==> src/design/vps_pkg.sv <==
// ----------------------------------------------------------------------------
// vps_pkg: shared types and constants for the Verlet point step unit
// Field widths, register map, configuration bundle and the request/response
// structs of the bit-serial multiplier.
// ----------------------------------------------------------------------------
package vps_pkg;

  // Q12.12 positions, Q0.16 fractions
  localparam int unsigned POS_W  = 24;
  localparam int unsigned RAD_W  = 23;
  localparam int unsigned FRAC_W = 16;
  localparam int unsigned KEEP_W = FRAC_W + 1;

  // APB register port
  localparam int unsigned APB_AW = 5;
  localparam int unsigned APB_DW = 32;

  // Multiplier operands are sized for magnitudes of position differences
  localparam int unsigned MUL_W  = POS_W + 1;
  localparam int unsigned PROD_W = 2 * MUL_W + 1;
  localparam int unsigned CNT_W  = $clog2(MUL_W + 1);

  // 1.0 in Q1.16
  localparam logic [KEEP_W-1:0] ONE_Q16 = KEEP_W'(1) << FRAC_W;

  // Register index (byte address / 4)
  typedef enum logic [2:0] {
    REG_PINNED,
    REG_INIT_X,
    REG_INIT_Y,
    REG_ELASTICITY,
    REG_GRAVITY_X,
    REG_GRAVITY_Y,
    REG_DRAG,
    REG_CURSOR_RADIUS
  } reg_idx_e;

  typedef struct packed {
    logic              pinned;
    logic [POS_W-1:0]  init_x;
    logic [POS_W-1:0]  init_y;
    logic [RAD_W-1:0]  elasticity;
    logic [POS_W-1:0]  gravity_x;
    logic [POS_W-1:0]  gravity_y;
    logic [FRAC_W-1:0] drag;
    logic [RAD_W-1:0]  cursor_radius;
  } cfg_t;

  // Write of an initial-position register also loads the point state
  typedef struct packed {
    logic             load_x;
    logic             load_y;
    logic [POS_W-1:0] value;
  } cfg_load_t;

  typedef struct packed {
    logic             start;
    logic [MUL_W-1:0] a;
    logic [MUL_W-1:0] b;
    logic [CNT_W-1:0] nbits;
    logic             neg;
  } mul_req_t;

  typedef struct packed {
    logic              done;
    logic [PROD_W-1:0] prod;
  } mul_rsp_t;

endpackage

==> src/design/vps_in_if.sv <==
// ----------------------------------------------------------------------------
// vps_in_if: tick channel into the Verlet point step unit
// Valid/ready handshake carrying cursor state, button and time step.
// ----------------------------------------------------------------------------
interface vps_in_if import vps_pkg::*; ();

  logic                     valid;
  logic                     ready;
  logic signed [POS_W-1:0]  cursor_x;
  logic signed [POS_W-1:0]  cursor_y;
  logic signed [POS_W-1:0]  cursor_prev_x;
  logic signed [POS_W-1:0]  cursor_prev_y;
  logic                     button_held;
  logic        [FRAC_W-1:0] time_step;

  modport source (
    output valid, cursor_x, cursor_y, cursor_prev_x, cursor_prev_y,
           button_held, time_step,
    input  ready
  );

  modport sink (
    input  valid, cursor_x, cursor_y, cursor_prev_x, cursor_prev_y,
           button_held, time_step,
    output ready
  );

endinterface

==> src/design/vps_out_if.sv <==
// ----------------------------------------------------------------------------
// vps_out_if: result channel out of the Verlet point step unit
// Valid/ready handshake carrying the updated position and selection flag.
// ----------------------------------------------------------------------------
interface vps_out_if import vps_pkg::*; ();

  logic                    valid;
  logic                    ready;
  logic signed [POS_W-1:0] pos_x;
  logic signed [POS_W-1:0] pos_y;
  logic                    selected;

  modport source (
    output valid, pos_x, pos_y, selected,
    input  ready
  );

  modport sink (
    input  valid, pos_x, pos_y, selected,
    output ready
  );

endinterface

==> src/design/vps_cfg_regs.sv <==
// ----------------------------------------------------------------------------
// vps_cfg_regs: APB configuration registers
// Holds the eight point parameters and flags writes of the initial position.
// ----------------------------------------------------------------------------
module vps_cfg_regs import vps_pkg::*; (
  input  logic              clk_i,
  input  logic              rst_ni,
  input  logic              psel,
  input  logic              penable,
  input  logic              pwrite,
  input  logic [APB_AW-1:0] paddr,
  input  logic [APB_DW-1:0] pwdata,
  output logic [APB_DW-1:0] prdata,
  output logic              pready,
  output cfg_t              cfg_o,
  output cfg_load_t         load_o
);

  cfg_t     cfg_q;
  logic     wr_en;
  reg_idx_e idx;

  // Decode the word address; a write completes in the access phase
  assign idx    = reg_idx_e'(paddr[APB_AW-1:2]);
  assign wr_en  = psel & penable & pwrite;
  assign pready = 1'b1;
  assign cfg_o  = cfg_q;

  // Tell the datapath to load position and previous position
  assign load_o.load_x = wr_en && (idx == REG_INIT_X);
  assign load_o.load_y = wr_en && (idx == REG_INIT_Y);
  assign load_o.value  = pwdata[POS_W-1:0];

  // Register file
  always_ff @(posedge clk_i or negedge rst_ni) begin
    if (!rst_ni) begin
      cfg_q <= '0;
    end else if (wr_en) begin
      unique case (idx)
        REG_PINNED:        cfg_q.pinned        <= pwdata[0];
        REG_INIT_X:        cfg_q.init_x        <= pwdata[POS_W-1:0];
        REG_INIT_Y:        cfg_q.init_y        <= pwdata[POS_W-1:0];
        REG_ELASTICITY:    cfg_q.elasticity    <= pwdata[RAD_W-1:0];
        REG_GRAVITY_X:     cfg_q.gravity_x     <= pwdata[POS_W-1:0];
        REG_GRAVITY_Y:     cfg_q.gravity_y     <= pwdata[POS_W-1:0];
        REG_DRAG:          cfg_q.drag          <= pwdata[FRAC_W-1:0];
        REG_CURSOR_RADIUS: cfg_q.cursor_radius <= pwdata[RAD_W-1:0];
      endcase
    end
  end

  // Read back
  always_comb begin
    unique case (idx)
      REG_PINNED:        prdata = APB_DW'(cfg_q.pinned);
      REG_INIT_X:        prdata = APB_DW'(cfg_q.init_x);
      REG_INIT_Y:        prdata = APB_DW'(cfg_q.init_y);
      REG_ELASTICITY:    prdata = APB_DW'(cfg_q.elasticity);
      REG_GRAVITY_X:     prdata = APB_DW'(cfg_q.gravity_x);
      REG_GRAVITY_Y:     prdata = APB_DW'(cfg_q.gravity_y);
      REG_DRAG:          prdata = APB_DW'(cfg_q.drag);
      REG_CURSOR_RADIUS: prdata = APB_DW'(cfg_q.cursor_radius);
    endcase
  end

endmodule

==> src/design/vps_serial_mul.sv <==
// ----------------------------------------------------------------------------
// vps_serial_mul: bit-serial shift-add multiplier
// Retires one multiplier bit per cycle into a narrow adder, then aligns the
// product and applies the sign.
// ----------------------------------------------------------------------------
module vps_serial_mul import vps_pkg::*; (
  input  logic     clk_i,
  input  logic     rst_ni,
  input  mul_req_t req_i,
  output mul_rsp_t rsp_o
);

  typedef enum logic [1:0] {
    M_IDLE,
    M_RUN,
    M_ALIGN,
    M_SIGN
  } mul_state_e;

  mul_state_e          state_q;
  logic [CNT_W-1:0]    cnt_q;
  logic                done_q;

  logic [MUL_W:0]      hi_q;
  logic [MUL_W-1:0]    lo_q;
  logic [MUL_W-1:0]    a_q;
  logic                neg_q;
  logic [CNT_W-1:0]    shamt_q;
  logic [PROD_W-1:0]   prod_q;

  logic [MUL_W:0]      psum;
  logic [2*MUL_W-1:0]  aligned;

  // Add the multiplicand when the current multiplier bit is set
  assign psum    = hi_q + (lo_q[0] ? {1'b0, a_q} : '0);
  // Low product bits sit at the top of lo_q when fewer bits were run
  assign aligned = {hi_q[MUL_W-1:0], lo_q} >> shamt_q;

  assign rsp_o.done = done_q;
  assign rsp_o.prod = prod_q;

  // Sequence control
  always_ff @(posedge clk_i or negedge rst_ni) begin
    if (!rst_ni) begin
      state_q <= M_IDLE;
      cnt_q   <= '0;
      done_q  <= 1'b0;
    end else begin
      done_q <= 1'b0;
      unique case (state_q)
        M_IDLE: begin
          if (req_i.start) begin
            cnt_q   <= req_i.nbits;
            state_q <= M_RUN;
          end
        end
        M_RUN: begin
          cnt_q <= cnt_q - CNT_W'(1);
          if (cnt_q == CNT_W'(1)) begin
            state_q <= M_ALIGN;
          end
        end
        M_ALIGN: begin
          state_q <= M_SIGN;
        end
        M_SIGN: begin
          done_q  <= 1'b1;
          state_q <= M_IDLE;
        end
      endcase
    end
  end

  // Shift-add datapath
  always_ff @(posedge clk_i) begin
    unique case (state_q)
      M_IDLE: begin
        if (req_i.start) begin
          hi_q    <= '0;
          lo_q    <= req_i.b;
          a_q     <= req_i.a;
          neg_q   <= req_i.neg;
          shamt_q <= CNT_W'(MUL_W) - req_i.nbits;
        end
      end
      M_RUN: begin
        hi_q <= {1'b0, psum[MUL_W:1]};
        lo_q <= {psum[0], lo_q[MUL_W-1:1]};
      end
      M_ALIGN: begin
        prod_q <= {1'b0, aligned};
      end
      M_SIGN: begin
        if (neg_q) begin
          prod_q <= -prod_q;
        end
      end
    endcase
  end

  // A new product is only requested while idle
  assert property (@(posedge clk_i) disable iff (!rst_ni)
    req_i.start |-> state_q == M_IDLE)
    else $error("multiply started while busy");

  // Done is a single-cycle pulse
  assert property (@(posedge clk_i) disable iff (!rst_ni)
    done_q |=> !done_q)
    else $error("multiply done held for more than one cycle");

  // The bit counter never runs out while shifting
  assert property (@(posedge clk_i) disable iff (!rst_ni)
    state_q == M_RUN |-> cnt_q != '0)
    else $error("multiply bit counter underflow");

endmodule

==> src/design/verlet_point_step_unit.sv <==
// ----------------------------------------------------------------------------
// verlet_point_step_unit: damped position Verlet step for one 2D point
// Each accepted tick tests cursor selection, applies cursor drag, then pins or
// integrates the point and returns the new position and the selection flag.
// ----------------------------------------------------------------------------
// All products go through a single bit-serial multiplier that retires one
// operand bit per cycle: three products for selection (radius squared, x and
// y distance squared), then dt squared, the damped gravity scale and four
// per-axis terms when the point moves. A new tick is taken once the previous
// one has finished; a finished result waits in the output register without
// holding up the next tick. Writes to init_x or init_y load both position and
// previous position and take effect at once.
module verlet_point_step_unit import vps_pkg::*; (
  input  logic              clk_i,
  input  logic              rst_ni,
  vps_in_if.sink            in_i,
  vps_out_if.source         out_o,
  input  logic              psel,
  input  logic              penable,
  input  logic              pwrite,
  input  logic [APB_AW-1:0] paddr,
  input  logic [APB_DW-1:0] pwdata,
  output logic [APB_DW-1:0] prdata,
  output logic              pready
);

  localparam int unsigned DIFF_W = POS_W + 1;
  localparam int unsigned SUM_W  = POS_W + 3;
  localparam int unsigned R2_W   = 2 * RAD_W;
  localparam int unsigned D2_W   = 2 * DIFF_W;

  localparam logic signed [PROD_W-1:0] RND_HALF = PROD_W'(1) << (FRAC_W - 1);
  localparam logic signed [SUM_W-1:0]  SAT_HI   = SUM_W'(2 ** (POS_W - 1) - 1);
  localparam logic signed [SUM_W-1:0]  SAT_LO   = SUM_W'(-(2 ** (POS_W - 1)));

  typedef enum logic [3:0] {
    S_IDLE,
    S_ISSUE,
    S_WAIT,
    S_SEL,
    S_CLAMP,
    S_DRAG,
    S_DIFF,
    S_SUM,
    S_DONE
  } state_e;

  typedef enum logic [3:0] {
    OP_R2,
    OP_DX2,
    OP_DY2,
    OP_DT2,
    OP_GK,
    OP_T1X,
    OP_T1Y,
    OP_T2X,
    OP_T2Y
  } op_e;

  function automatic logic signed [POS_W-1:0] sat_pos(input logic signed [SUM_W-1:0] v);
    logic signed [POS_W-1:0] r;
    if (v > SAT_HI) begin
      r = SAT_HI[POS_W-1:0];
    end else if (v < SAT_LO) begin
      r = SAT_LO[POS_W-1:0];
    end else begin
      r = v[POS_W-1:0];
    end
    return r;
  endfunction

  function automatic logic signed [DIFF_W-1:0] clamp_e(input logic signed [DIFF_W-1:0] d,
                                                       input logic [RAD_W-1:0] e);
    logic signed [DIFF_W-1:0] pe;
    logic signed [DIFF_W-1:0] ne;
    logic signed [DIFF_W-1:0] r;
    pe = $signed(DIFF_W'(e));
    ne = -pe;
    if (d > pe) begin
      r = pe;
    end else if (d < ne) begin
      r = ne;
    end else begin
      r = d;
    end
    return r;
  endfunction

  // Configuration
  cfg_t      cfg;
  cfg_load_t cfg_load;

  vps_cfg_regs u_cfg (
    .clk_i   (clk_i),
    .rst_ni  (rst_ni),
    .psel    (psel),
    .penable (penable),
    .pwrite  (pwrite),
    .paddr   (paddr),
    .pwdata  (pwdata),
    .prdata  (prdata),
    .pready  (pready),
    .cfg_o   (cfg),
    .load_o  (cfg_load)
  );

  // Shared multiplier
  mul_req_t mul_req;
  mul_rsp_t mul_rsp;

  vps_serial_mul u_mul (
    .clk_i  (clk_i),
    .rst_ni (rst_ni),
    .req_i  (mul_req),
    .rsp_o  (mul_rsp)
  );

  state_e state_q;
  op_e    op_q;
  logic   out_valid_q;

  // Point state
  logic signed [POS_W-1:0] cur_x_q, cur_y_q, old_x_q, old_y_q;

  // Per-tick working registers
  logic signed [DIFF_W-1:0] dx_q, dy_q, mdx_q, mdy_q, mx_q, my_q, vx_q, vy_q;
  logic                     btn_q;
  logic        [FRAC_W-1:0] dt_q;
  logic        [R2_W-1:0]   r2_q;
  logic        [D2_W-1:0]   d2_q;
  logic                     sel_q;
  logic        [KEEP_W-1:0] dt2_q, gk_q;
  logic signed [SUM_W-1:0]  t1x_q, t1y_q, t2x_q, t2y_q;

  // Result register
  logic signed [POS_W-1:0] out_x_q, out_y_q;
  logic                    out_sel_q;

  logic                     in_fire;
  logic                     mul_done;
  logic                     out_load;
  logic        [KEEP_W-1:0] keep;
  logic signed [DIFF_W-1:0] a_s;
  logic        [MUL_W-1:0]  a_mag;
  logic signed [PROD_W-1:0] prod_s;
  logic signed [PROD_W-1:0] rnd_sum;
  logic signed [PROD_W-1:0] rnd;

  assign in_fire  = in_i.valid & in_i.ready;
  assign mul_done = mul_rsp.done && (state_q == S_WAIT);
  assign out_load = (state_q == S_DONE) && (!out_valid_q || out_o.ready);
  assign keep     = ONE_Q16 - KEEP_W'(cfg.drag);

  // Round half up after dropping 16 fraction bits
  assign prod_s  = $signed(mul_rsp.prod);
  assign rnd_sum = prod_s + RND_HALF;
  assign rnd     = rnd_sum >>> FRAC_W;

  assign in_i.ready     = (state_q == S_IDLE);
  assign out_o.valid    = out_valid_q;
  assign out_o.pos_x    = out_x_q;
  assign out_o.pos_y    = out_y_q;
  assign out_o.selected = out_sel_q;

  // Select multiplier operands for the current product
  always_comb begin
    a_s           = '0;
    mul_req.b     = '0;
    mul_req.nbits = '0;
    mul_req.neg   = 1'b0;
    a_mag         = a_s[DIFF_W-1] ? MUL_W'(-a_s) : MUL_W'(a_s);
    unique case (op_q)
      OP_R2: begin
        a_s           = $signed(DIFF_W'(cfg.cursor_radius));
        a_mag         = MUL_W'(a_s);
        mul_req.b     = a_mag;
        mul_req.nbits = CNT_W'(RAD_W);
      end
      OP_DX2, OP_DY2: begin
        a_s           = (op_q == OP_DX2) ? dx_q : dy_q;
        a_mag         = a_s[DIFF_W-1] ? MUL_W'(-a_s) : MUL_W'(a_s);
        mul_req.b     = a_mag;
        mul_req.nbits = CNT_W'(MUL_W);
      end
      OP_DT2: begin
        a_s           = $signed(DIFF_W'(dt_q));
        a_mag         = MUL_W'(a_s);
        mul_req.b     = a_mag;
        mul_req.nbits = CNT_W'(FRAC_W);
      end
      OP_GK: begin
        a_s           = $signed(DIFF_W'(keep));
        a_mag         = MUL_W'(a_s);
        mul_req.b     = MUL_W'(dt2_q);
        mul_req.nbits = CNT_W'(KEEP_W);
      end
      OP_T1X, OP_T1Y: begin
        a_s           = (op_q == OP_T1X) ? vx_q : vy_q;
        a_mag         = a_s[DIFF_W-1] ? MUL_W'(-a_s) : MUL_W'(a_s);
        mul_req.b     = MUL_W'(keep);
        mul_req.nbits = CNT_W'(KEEP_W);
        mul_req.neg   = a_s[DIFF_W-1];
      end
      OP_T2X, OP_T2Y: begin
        a_s           = (op_q == OP_T2X) ? DIFF_W'($signed(cfg.gravity_x))
                                         : DIFF_W'($signed(cfg.gravity_y));
        a_mag         = a_s[DIFF_W-1] ? MUL_W'(-a_s) : MUL_W'(a_s);
        mul_req.b     = MUL_W'(gk_q);
        mul_req.nbits = CNT_W'(KEEP_W);
        mul_req.neg   = a_s[DIFF_W-1];
      end
      default: begin
        a_s = '0;
      end
    endcase
    mul_req.start = (state_q == S_ISSUE);
    mul_req.a     = a_mag;
  end

  // Tick sequencer and result valid
  always_ff @(posedge clk_i or negedge rst_ni) begin
    if (!rst_ni) begin
      state_q     <= S_IDLE;
      op_q        <= OP_R2;
      out_valid_q <= 1'b0;
    end else begin
      if (out_o.ready) begin
        out_valid_q <= 1'b0;
      end
      unique case (state_q)
        S_IDLE: begin
          if (in_fire) begin
            op_q    <= OP_R2;
            state_q <= S_ISSUE;
          end
        end
        S_ISSUE: begin
          state_q <= S_WAIT;
        end
        S_WAIT: begin
          if (mul_done) begin
            unique case (op_q)
              OP_R2:   begin op_q <= OP_DX2; state_q <= S_ISSUE; end
              OP_DX2:  begin op_q <= OP_DY2; state_q <= S_ISSUE; end
              OP_DY2:  state_q <= S_SEL;
              OP_DT2:  begin op_q <= OP_GK;  state_q <= S_ISSUE; end
              OP_GK:   begin op_q <= OP_T1X; state_q <= S_ISSUE; end
              OP_T1X:  begin op_q <= OP_T1Y; state_q <= S_ISSUE; end
              OP_T1Y:  begin op_q <= OP_T2X; state_q <= S_ISSUE; end
              OP_T2X:  begin op_q <= OP_T2Y; state_q <= S_ISSUE; end
              OP_T2Y:  state_q <= S_SUM;
              default: state_q <= S_IDLE;
            endcase
          end
        end
        S_SEL: begin
          state_q <= S_CLAMP;
        end
        S_CLAMP: begin
          state_q <= S_DRAG;
        end
        S_DRAG: begin
          state_q <= cfg.pinned ? S_DONE : S_DIFF;
        end
        S_DIFF: begin
          op_q    <= OP_DT2;
          state_q <= S_ISSUE;
        end
        S_SUM: begin
          state_q <= S_DONE;
        end
        S_DONE: begin
          if (out_load) begin
            out_valid_q <= 1'b1;
            state_q     <= S_IDLE;
          end
        end
        default: state_q <= S_IDLE;
      endcase
    end
  end

  // Point position and previous position
  always_ff @(posedge clk_i or negedge rst_ni) begin
    if (!rst_ni) begin
      cur_x_q <= '0;
      cur_y_q <= '0;
      old_x_q <= '0;
      old_y_q <= '0;
    end else begin
      if (cfg_load.load_x) begin
        cur_x_q <= $signed(cfg_load.value);
        old_x_q <= $signed(cfg_load.value);
      end
      if (cfg_load.load_y) begin
        cur_y_q <= $signed(cfg_load.value);
        old_y_q <= $signed(cfg_load.value);
      end
      // Drag the previous position with the cursor, then pin
      if (state_q == S_DRAG) begin
        if (btn_q && sel_q) begin
          old_x_q <= sat_pos(SUM_W'(cur_x_q) - SUM_W'(mx_q));
          old_y_q <= sat_pos(SUM_W'(cur_y_q) - SUM_W'(my_q));
        end
        if (cfg.pinned) begin
          cur_x_q <= $signed(cfg.init_x);
          cur_y_q <= $signed(cfg.init_y);
        end
      end
      // Advance the point
      if (state_q == S_SUM) begin
        old_x_q <= cur_x_q;
        old_y_q <= cur_y_q;
        cur_x_q <= sat_pos(SUM_W'(cur_x_q) + t1x_q + t2x_q);
        cur_y_q <= sat_pos(SUM_W'(cur_y_q) + t1y_q + t2y_q);
      end
    end
  end

  // Working registers and result payload
  always_ff @(posedge clk_i) begin
    if (in_fire) begin
      dx_q  <= DIFF_W'(cur_x_q) - DIFF_W'(in_i.cursor_x);
      dy_q  <= DIFF_W'(cur_y_q) - DIFF_W'(in_i.cursor_y);
      mdx_q <= DIFF_W'(in_i.cursor_x) - DIFF_W'(in_i.cursor_prev_x);
      mdy_q <= DIFF_W'(in_i.cursor_y) - DIFF_W'(in_i.cursor_prev_y);
      btn_q <= in_i.button_held;
      dt_q  <= in_i.time_step;
    end
    if (mul_done) begin
      unique case (op_q)
        OP_R2:   r2_q  <= mul_rsp.prod[R2_W-1:0];
        OP_DX2:  d2_q  <= mul_rsp.prod[D2_W-1:0];
        OP_DY2:  d2_q  <= d2_q + mul_rsp.prod[D2_W-1:0];
        OP_DT2:  dt2_q <= rnd[KEEP_W-1:0];
        OP_GK:   gk_q  <= rnd[KEEP_W-1:0];
        OP_T1X:  t1x_q <= SUM_W'(rnd);
        OP_T1Y:  t1y_q <= SUM_W'(rnd);
        OP_T2X:  t2x_q <= SUM_W'(rnd);
        OP_T2Y:  t2y_q <= SUM_W'(rnd);
        default: d2_q  <= d2_q;
      endcase
    end
    // Strictly inside the radius
    if (state_q == S_SEL) begin
      sel_q <= d2_q < D2_W'(r2_q);
    end
    if (state_q == S_CLAMP) begin
      mx_q <= clamp_e(mdx_q, cfg.elasticity);
      my_q <= clamp_e(mdy_q, cfg.elasticity);
    end
    // Velocity from the possibly dragged previous position
    if (state_q == S_DIFF) begin
      vx_q <= DIFF_W'(cur_x_q) - DIFF_W'(old_x_q);
      vy_q <= DIFF_W'(cur_y_q) - DIFF_W'(old_y_q);
    end
    if (out_load) begin
      out_x_q   <= cur_x_q;
      out_y_q   <= cur_y_q;
      out_sel_q <= sel_q;
    end
  end

  // Products only come back while the sequencer waits for one
  assert property (@(posedge clk_i) disable iff (!rst_ni)
    mul_rsp.done |-> state_q == S_WAIT)
    else $error("multiplier result outside of wait state");

  // Every tick starts with the radius product
  assert property (@(posedge clk_i) disable iff (!rst_ni)
    in_fire |=> (state_q == S_ISSUE) && (op_q == OP_R2))
    else $error("tick did not start selection");

  // A pinned point lands on its initial position
  assert property (@(posedge clk_i) disable iff (!rst_ni)
    (state_q == S_DRAG) && cfg.pinned
      |=> (cur_x_q == $past(cfg.init_x)) && (cur_y_q == $past(cfg.init_y)))
    else $error("pinned point not at initial position");

  // Loading the result register always presents it
  assert property (@(posedge clk_i) disable iff (!rst_ni)
    out_load |=> out_valid_q)
    else $error("result loaded but not presented");

endmodule

==> src/flat_wrapper.sv <==
// flat-port wrapper written by rule: the top's interface ports become plain ports
module verlet_point_step_unit_flat import vps_pkg::*;
  (clk_i, rst_ni, psel, penable, pwrite, paddr, pwdata, prdata, pready, in_i_valid, in_i_cursor_x, in_i_cursor_y, in_i_cursor_prev_x, in_i_cursor_prev_y, in_i_button_held, in_i_time_step, in_i_ready, out_o_valid, out_o_pos_x, out_o_pos_y, out_o_selected, out_o_ready);
  vps_in_if in_i_i ();
  vps_out_if out_o_i ();
  input  logic clk_i;
  input  logic rst_ni;
  input  logic psel;
  input  logic penable;
  input  logic pwrite;
  input  logic [APB_AW-1:0] paddr;
  input  logic [APB_DW-1:0] pwdata;
  output logic [APB_DW-1:0] prdata;
  output logic pready;
  input wire logic [$bits(in_i_i.valid)-1:0] in_i_valid;
  input wire logic [$bits(in_i_i.cursor_x)-1:0] in_i_cursor_x;
  input wire logic [$bits(in_i_i.cursor_y)-1:0] in_i_cursor_y;
  input wire logic [$bits(in_i_i.cursor_prev_x)-1:0] in_i_cursor_prev_x;
  input wire logic [$bits(in_i_i.cursor_prev_y)-1:0] in_i_cursor_prev_y;
  input wire logic [$bits(in_i_i.button_held)-1:0] in_i_button_held;
  input wire logic [$bits(in_i_i.time_step)-1:0] in_i_time_step;
  output wire logic [$bits(in_i_i.ready)-1:0] in_i_ready;
  output wire logic [$bits(out_o_i.valid)-1:0] out_o_valid;
  output wire logic [$bits(out_o_i.pos_x)-1:0] out_o_pos_x;
  output wire logic [$bits(out_o_i.pos_y)-1:0] out_o_pos_y;
  output wire logic [$bits(out_o_i.selected)-1:0] out_o_selected;
  input wire logic [$bits(out_o_i.ready)-1:0] out_o_ready;
  assign in_i_i.valid = in_i_valid;
  assign in_i_i.cursor_x = in_i_cursor_x;
  assign in_i_i.cursor_y = in_i_cursor_y;
  assign in_i_i.cursor_prev_x = in_i_cursor_prev_x;
  assign in_i_i.cursor_prev_y = in_i_cursor_prev_y;
  assign in_i_i.button_held = in_i_button_held;
  assign in_i_i.time_step = in_i_time_step;
  assign in_i_ready = in_i_i.ready;
  assign out_o_valid = out_o_i.valid;
  assign out_o_pos_x = out_o_i.pos_x;
  assign out_o_pos_y = out_o_i.pos_y;
  assign out_o_selected = out_o_i.selected;
  assign out_o_i.ready = out_o_ready;
  verlet_point_step_unit u_core (.clk_i(clk_i), .rst_ni(rst_ni), .in_i(in_i_i), .out_o(out_o_i), .psel(psel), .penable(penable), .pwrite(pwrite), .paddr(paddr), .pwdata(pwdata), .prdata(prdata), .pready(pready));
endmodule
==> config.mk <==
export PLATFORM = sky130hd
export DESIGN_NAME = verlet_point_step_unit_flat
export DESIGN_NICKNAME = d
export VERILOG_FILES = /design/src/design/vps_pkg.sv /design/src/design/vps_in_if.sv /design/src/design/vps_out_if.sv /design/src/design/vps_cfg_regs.sv /design/src/design/vps_serial_mul.sv /design/src/design/verlet_point_step_unit.sv /design/src/flat_wrapper.sv
export SDC_FILE = /design/constraint.sdc
export NUM_CORES = 2
export LEC_CHECK = 0
export ABC_AREA = 1
export BUFFER_PORTS_ARGS = -buffer_cell sky130_fd_sc_hd__buf_2
export CAP_MARGIN = 20
export CORE_MARGIN = 2
export CORE_UTILIZATION = 50
export DETAILED_ROUTE_END_ITERATION = 6
export MAX_ROUTING_LAYER = met4
export PLACE_DENSITY = 0.66
export RECOVER_POWER = 50
export SYNTH_ARGS = -nofsm -noshare
export SYNTH_HDL_FRONTEND = slang
export SYNTH_HIERARCHICAL = 1
export SYNTH_SLANG_ARGS = --single-unit
==> constraint.sdc <==
create_clock -name clk_i -period 8.6 [get_ports clk_i]
set_input_delay 1.29 -clock clk_i [delete_from_list [all_inputs] [get_ports clk_i]]
set_output_delay 1.29 -clock clk_i [all_outputs]
set_load 0.1 [all_outputs]
# ---- Yosys cells after proc, flatten, opt, wreduce, memory -nomap -nowiden
# Index checks and enable logic that the tools add are counted.
dict set report word_totals {
  out_inout_bits 84
  reg_bits 910
  in_bits 157
  wordCells 228
}
dict set report classes {
  n_addsub 23
  n_lt_le_gt_ge 13
  bitwise 3
  n_mux 65
  eq_ne 34
  n_shift 1
  n_reduce_logical 41
}
# operator n
set op_table {}
lappend op_table {{two-way mux 24 bit} 24}
lappend op_table {{case mux 32 bit (8 select lines)} 1}
lappend op_table {{two-way mux 25 bit} 10}
lappend op_table {{case mux 30 bit (6 select lines)} 1}
lappend op_table {{case mux 25 bit (6 select lines)} 1}
lappend op_table {{subtractor 24 x 24 -> 25 bit} 6}
lappend op_table {{greater-than comparator 27 x 24 -> 1 bit (second input constant)} 4}
lappend op_table {{less-than comparator 27 x 24 -> 1 bit (second input constant)} 4}
lappend op_table {{case mux 51 bit (2 select lines)} 1}
lappend op_table {{case mux 50 bit (2 select lines)} 1}
lappend op_table {{negation 25 bit} 3}
lappend op_table {{adder 24 x 27 -> 27 bit} 2}
lappend op_table {{adder 27 bit} 2}
lappend op_table {{case mux 26 bit (2 select lines)} 1}
lappend op_table {{subtractor 24 x 25 -> 26 bit} 2}
lappend op_table {{two-way mux 51 bit} 1}
lappend op_table {{negation 51 bit} 1}
lappend op_table {{adder 50 bit} 1}
lappend op_table {{greater-than comparator 25 x 24 -> 1 bit} 2}
lappend op_table {{less-than comparator 25 bit} 2}
lappend op_table {{less-than comparator 50 x 46 -> 1 bit} 1}
lappend op_table {{case mux 25 bit (2 select lines)} 1}
lappend op_table {{right shift 50 x 5 -> 50 bit} 1}
lappend op_table {{two-way mux 23 bit} 2}
lappend op_table {{45 further kinds} 105}

# ---- Depth between registers and ports, before layout
dict set report logic_depth {
  ltp_word 7
  depth_mapped 23
  mapped_depth_nobuf 23
}

# ---- Modules after synthesis
# Netlist, hierarchy kept.
# mod area_per_inst_um2 seq_area_each_um2 cells_per_inst instances
set by_module_without_submodules {}
lappend by_module_without_submodules {verlet_point_step_unit 51643.3 17792.1 7061 1}
lappend by_module_without_submodules {vps_serial_mul 11571.1 4164.0 1754 1}
lappend by_module_without_submodules {vps_cfg_regs 7703.6 3978.8 936 1}

# ---- Worst setup path before layout
# OpenSTA, ideal clock, no wires.
dict set report synth_path {
  kind {register to register}
  start {register u_core.state_q[1]}
  end {register u_core.btn_q (enable)}
  t_arrival_ns 7.066
  required_ns 8.005
  path_slack_ns 0.939
  period_less_slack_ns 7.661
  n_path_buf 0
  setup_ns 0.595
  path_stages_with_launch 6
  path_cell_list {dfrtp_1 -> nor2_1 -> inv_1 -> nor2_1 -> inv_1 -> nor2_1}
}
dict set report synth_via {
  elab_chain_len 2
}
# item line_no
set synth_lines {}
lappend synth_lines {{start, declared} verlet_point_step_unit.sv:118} ;# state_e state_q;
lappend synth_lines {{start signal, assigned} verlet_point_step_unit.sv:263} ;# state_q <= cfg.pinned ? S_DONE : S_DIFF;
lappend synth_lines {{logical NOT 4 bit} verlet_point_step_unit.sv:159} ;# assign in_i.ready = (state_q == S_IDLE);
lappend synth_lines {{net in_i_ready} flat_wrapper.sv:22} ;# output wire logic [$bits(in_i_i.ready)-1:0] in_i_ready;
lappend synth_lines {{AND 1 bit} verlet_point_step_unit.sv:149} ;# assign in_fire = in_i.valid & in_i.ready;
lappend synth_lines {{net u_core.in_fire} verlet_point_step_unit.sv:139} ;# logic in_fire;
lappend synth_lines {{end signal, assigned} verlet_point_step_unit.sv:327} ;# btn_q <= in_i.button_held;
lappend synth_lines {{end, declared} verlet_point_step_unit.sv:127} ;# logic btn_q;
# The timed path passes the listed nets, and every way through them passes these cells.
# A chain may end at the register's enable or synchronous reset.

# ---- Final worst setup path
dict set report layout_path {
  start {input port paddr[3]}
  end {output port prdata[10]}
}
dict set report layout_via {
  elab_chain_len 2
  elab_cells_between_ends 9
  cone_classes {eq/ne (7); mux (1); reduce/logical (1)}
}
# item line_no
set layout_lines {}
lappend layout_lines {{start, declared} flat_wrapper.sv:11} ;# input logic [APB_AW-1:0] paddr;
lappend layout_lines {{== test 3 bit (tied with other cells)} vps_cfg_regs.sv:54} ;# unique case (idx)
lappend layout_lines {{case mux 32 bit (8 select lines) (*)} vps_cfg_regs.sv:54}
lappend layout_lines {{end, declared} flat_wrapper.sv:13} ;# output logic [APB_DW-1:0] prdata;
# Every way passes the cells marked *; elsewhere a longest branch is shown, timed or not. The select of a mux whose other input is x is not followed.

==> impl_metrics.json <==
{
  "track_usage_pct": 41.0,
  "num_rows": 138,
  "hold_start": "u_core/u_cfg/cfg_o[137]$_DFFE_PN0P_",
  "relSlewSlack_pct": -270,
  "layout_commonest_cell": "nand2_1",
  "hold_viol": 0,
  "slew_violations": 819,
  "postCtsResizedCells": 0,
  "synth_area_sq_mm": 0.0708,
  "die_x_um": 380,
  "power_mw": 14.8,
  "antenna_found_initial": 16,
  "numCtsBuffers": 106,
  "fin_skew_ns": 0.0871,
  "rsz0062_at_grt": "false",
  "cp.arrival_ns": 5.97,
  "yosysWarnings": 6,
  "dr.first_iter.drc_count": 9060,
  "violations": "capacitance limit, slew limit",
  "grt_max_degree": 191,
  "cp_slowest_stage_delay_ns": 1.81,
  "clkLatencyLatePin_ns": 0.80,
  "power.share.clock_pct": 32.7,
  "period_needed_ns": 7.26,
  "dp.final_hpwl_mm": 237,
  "worstPathCellList": "clkbuf_1, clkbuf_1, nor2_1, nand3_1, o21ai_0, nor2_1, nand2_1, buf_2",
  "worst-path-buf-inv": 3,
  "post-cts-setup-buffer-count": 0,
  "period_share_pct": 84.5,
  "dp.cells": 11691,
  "drc": 0,
  "dr.pass1.iters": 7,
  "powerDensity_mw_per_mm2": 191,
  "path_delay_family": "buffers and inverters",
  "swShare_pct": 38.0,
  "finalSetupTns_ns": 0,
  "ctsHoldBuffers": 0,
  "cts.sinks": 908,
  "syn_inst": 9737,
  "cp.required_ns": 7.31,
  "grt_pass1_wl_mm": 425,
  "p_seq_share_pct": 37.1,
  "clock_path_buffers": 3,
  "hold_path_depth": 2,
  "start_util_pct": 50.2,
  "via_per_inst": 5.85,
  "nets": 10605,
  "grt_pass1_vias": 64860,
  "path_max_fanout": 42,
  "stdcell_count": 11905,
  "internal_power_mw": 9.14,
  "routed_wl_mm": 296,
  "hold_class": "reg -> reg",
  "vias": 69609,
  "ff2ff_path_depth": 5,
  "status": "complete, but fails checks",
  "syn_to_final_growth_pct": 9.20,
  "worstSetupEndpointType": "output port",
  "ant_nets": 0,
  "maxCapViolations": 21,
  "die_area_sq_mm": 0.145,
  "fill_cells": 13863,
  "worstReg2RegStart": "u_core/u_mul/state_q[1]$_DFFE_PN0P_",
  "layout_common_cells": "nand2_1 (2872), inv_1 (1270), nand3_1 (968), nor2_1 (758), edfxtp_1 (636)",
  "drive_above_1_share_pct": 5.78,
  "worst_slew_pin_slew_ns": 5.55,
  "pwr-share-comb_pct": 30.2,
  "vdd_drop_max_mv": 0.200,
  "wire_per_inst_um": 24.9,
  "regToRegSetupSlack_ns": 2.51,
  "ios": 241,
  "p_switching_mw": 5.61,
  "slowest_stage": "clkbuf_1",
  "cts_root_buf": "clkbuf_16",
  "crit_type": "in -> out",
  "core-area_sq_mm": 0.141,
  "port_buffers": 221,
  "startpoint_type": "input port",
  "fmax_mhz": 138,
  "finalSetupViolCount": 0,
  "cts_tree": "done",
  "crit_start": "paddr[3]",
  "ctsHtreeMaxLevel": 3,
  "hold_end": "u_core/u_cfg/cfg_o[137]$_DFFE_PN0P_",
  "timing.rr.end": "u_core/u_mul/prod_q[31]$_DFFE_PP_",
  "die_h_um": 380,
  "fin_util_pct": 54.8,
  "clkTransAtPathRegs_ns": 0.07,
  "leakage_nw": 37.0,
  "syn_avg_cell_area_sq_um": 7.27,
  "grt_overflow": 0,
  "place.gp.congestion": 1.08
}
==> final cells by class <==
class	count	area, sq um	share of cell area (%)
multi-input cells	7243	38600	49.8
flip-flops and latches	908	25900	33.5
inverters	1292	4860	6.29
clock buffers	142	3030	3.91
well taps	1890	2360	3.06
repair buffers	362	1880	2.44
clock inverters	60	731	0.945
diodes	8	20.0	0.0259
==> worst max path at each step <==
| stage | end | cells past startpoint |
|---|---|---|
| finish | prdata[10] | 8 |
| CTS | u_core/mx_q[24]$_SDFFCE_PP0P_ | 19 |
| global route | prdata[10] | 8 |
| floorplan | u_core/btn_q$_DFFE_PP_ | 5 |
| global placement | u_core/old_x_q[19]$_DFF_PN0_ | 12 |
| detailed placement | u_core/old_x_q[23]$_DFF_PN0_ | 12 |
==> power by group through the flow <==
| stage | Combinational [mW] | Clock (mW) | Sequential, mW |
|---|---|---|---|
| 3_5_place_dp | 4.33 | 0 | 5.53 |
| 4_1_cts | 4.35 | 4.87 | 5.45 |
| 5_1_grt | 4.83 | 5.04 | 5.47 |
| 6_report | 4.45 | 4.83 | 5.47 |
| 3_3_place_gp | 4.29 | 0 | 5.53 |
| 2_1_floorplan | 2.89 | 0 | 5.34 |
==> state kept, by name, indices dropped and copies added, names as in the netlist, 27 cells and up <==
register and count:
u_core/u_cfg/cfg_o 159, u_core/u_mul/prod_q 50, u_core/t1y_q 27, u_core/d2_q 50, u_core/t2x_q 27, u_core/t2y_q 27
u_core/t1x_q 27, u_core/r2_q 46
==> worst min-delay path, cell delays in order, from the launching register on <==
cell and delay [ns]:
dfrtp_1 0.36, nand2_1 0.05, o21ai_0 0.06
==> metal layers <==
layer	share of wire [%]	vias to the layer above	track usage [%]	wire length (um)
met3	8.9	879	6.08	26300
met5	0	-	-	0
met1	38	32538	50.1	113000
met2	44	3716	62.1	130000
met4	8.9	0	30.0	26400
li1	-	32476	-	-
==> stage by stage <==
step | instance area, sq um | hold WS [ns] | setup slack [ns]
6_report | 77400 | 0.505 | 1.34
5_1_grt | 77300 | 0.530 | 1.52
4_1_cts | 77700 | 0.507 | 3.31
3_5_place_dp | 73900 | 0.491 | 2.86
3_3_place_gp | 73900 | 0.483 | 2.93
2_1_floorplan | 70900 | 0.427 | 0.939
Power figures use the tool's default switching activity.
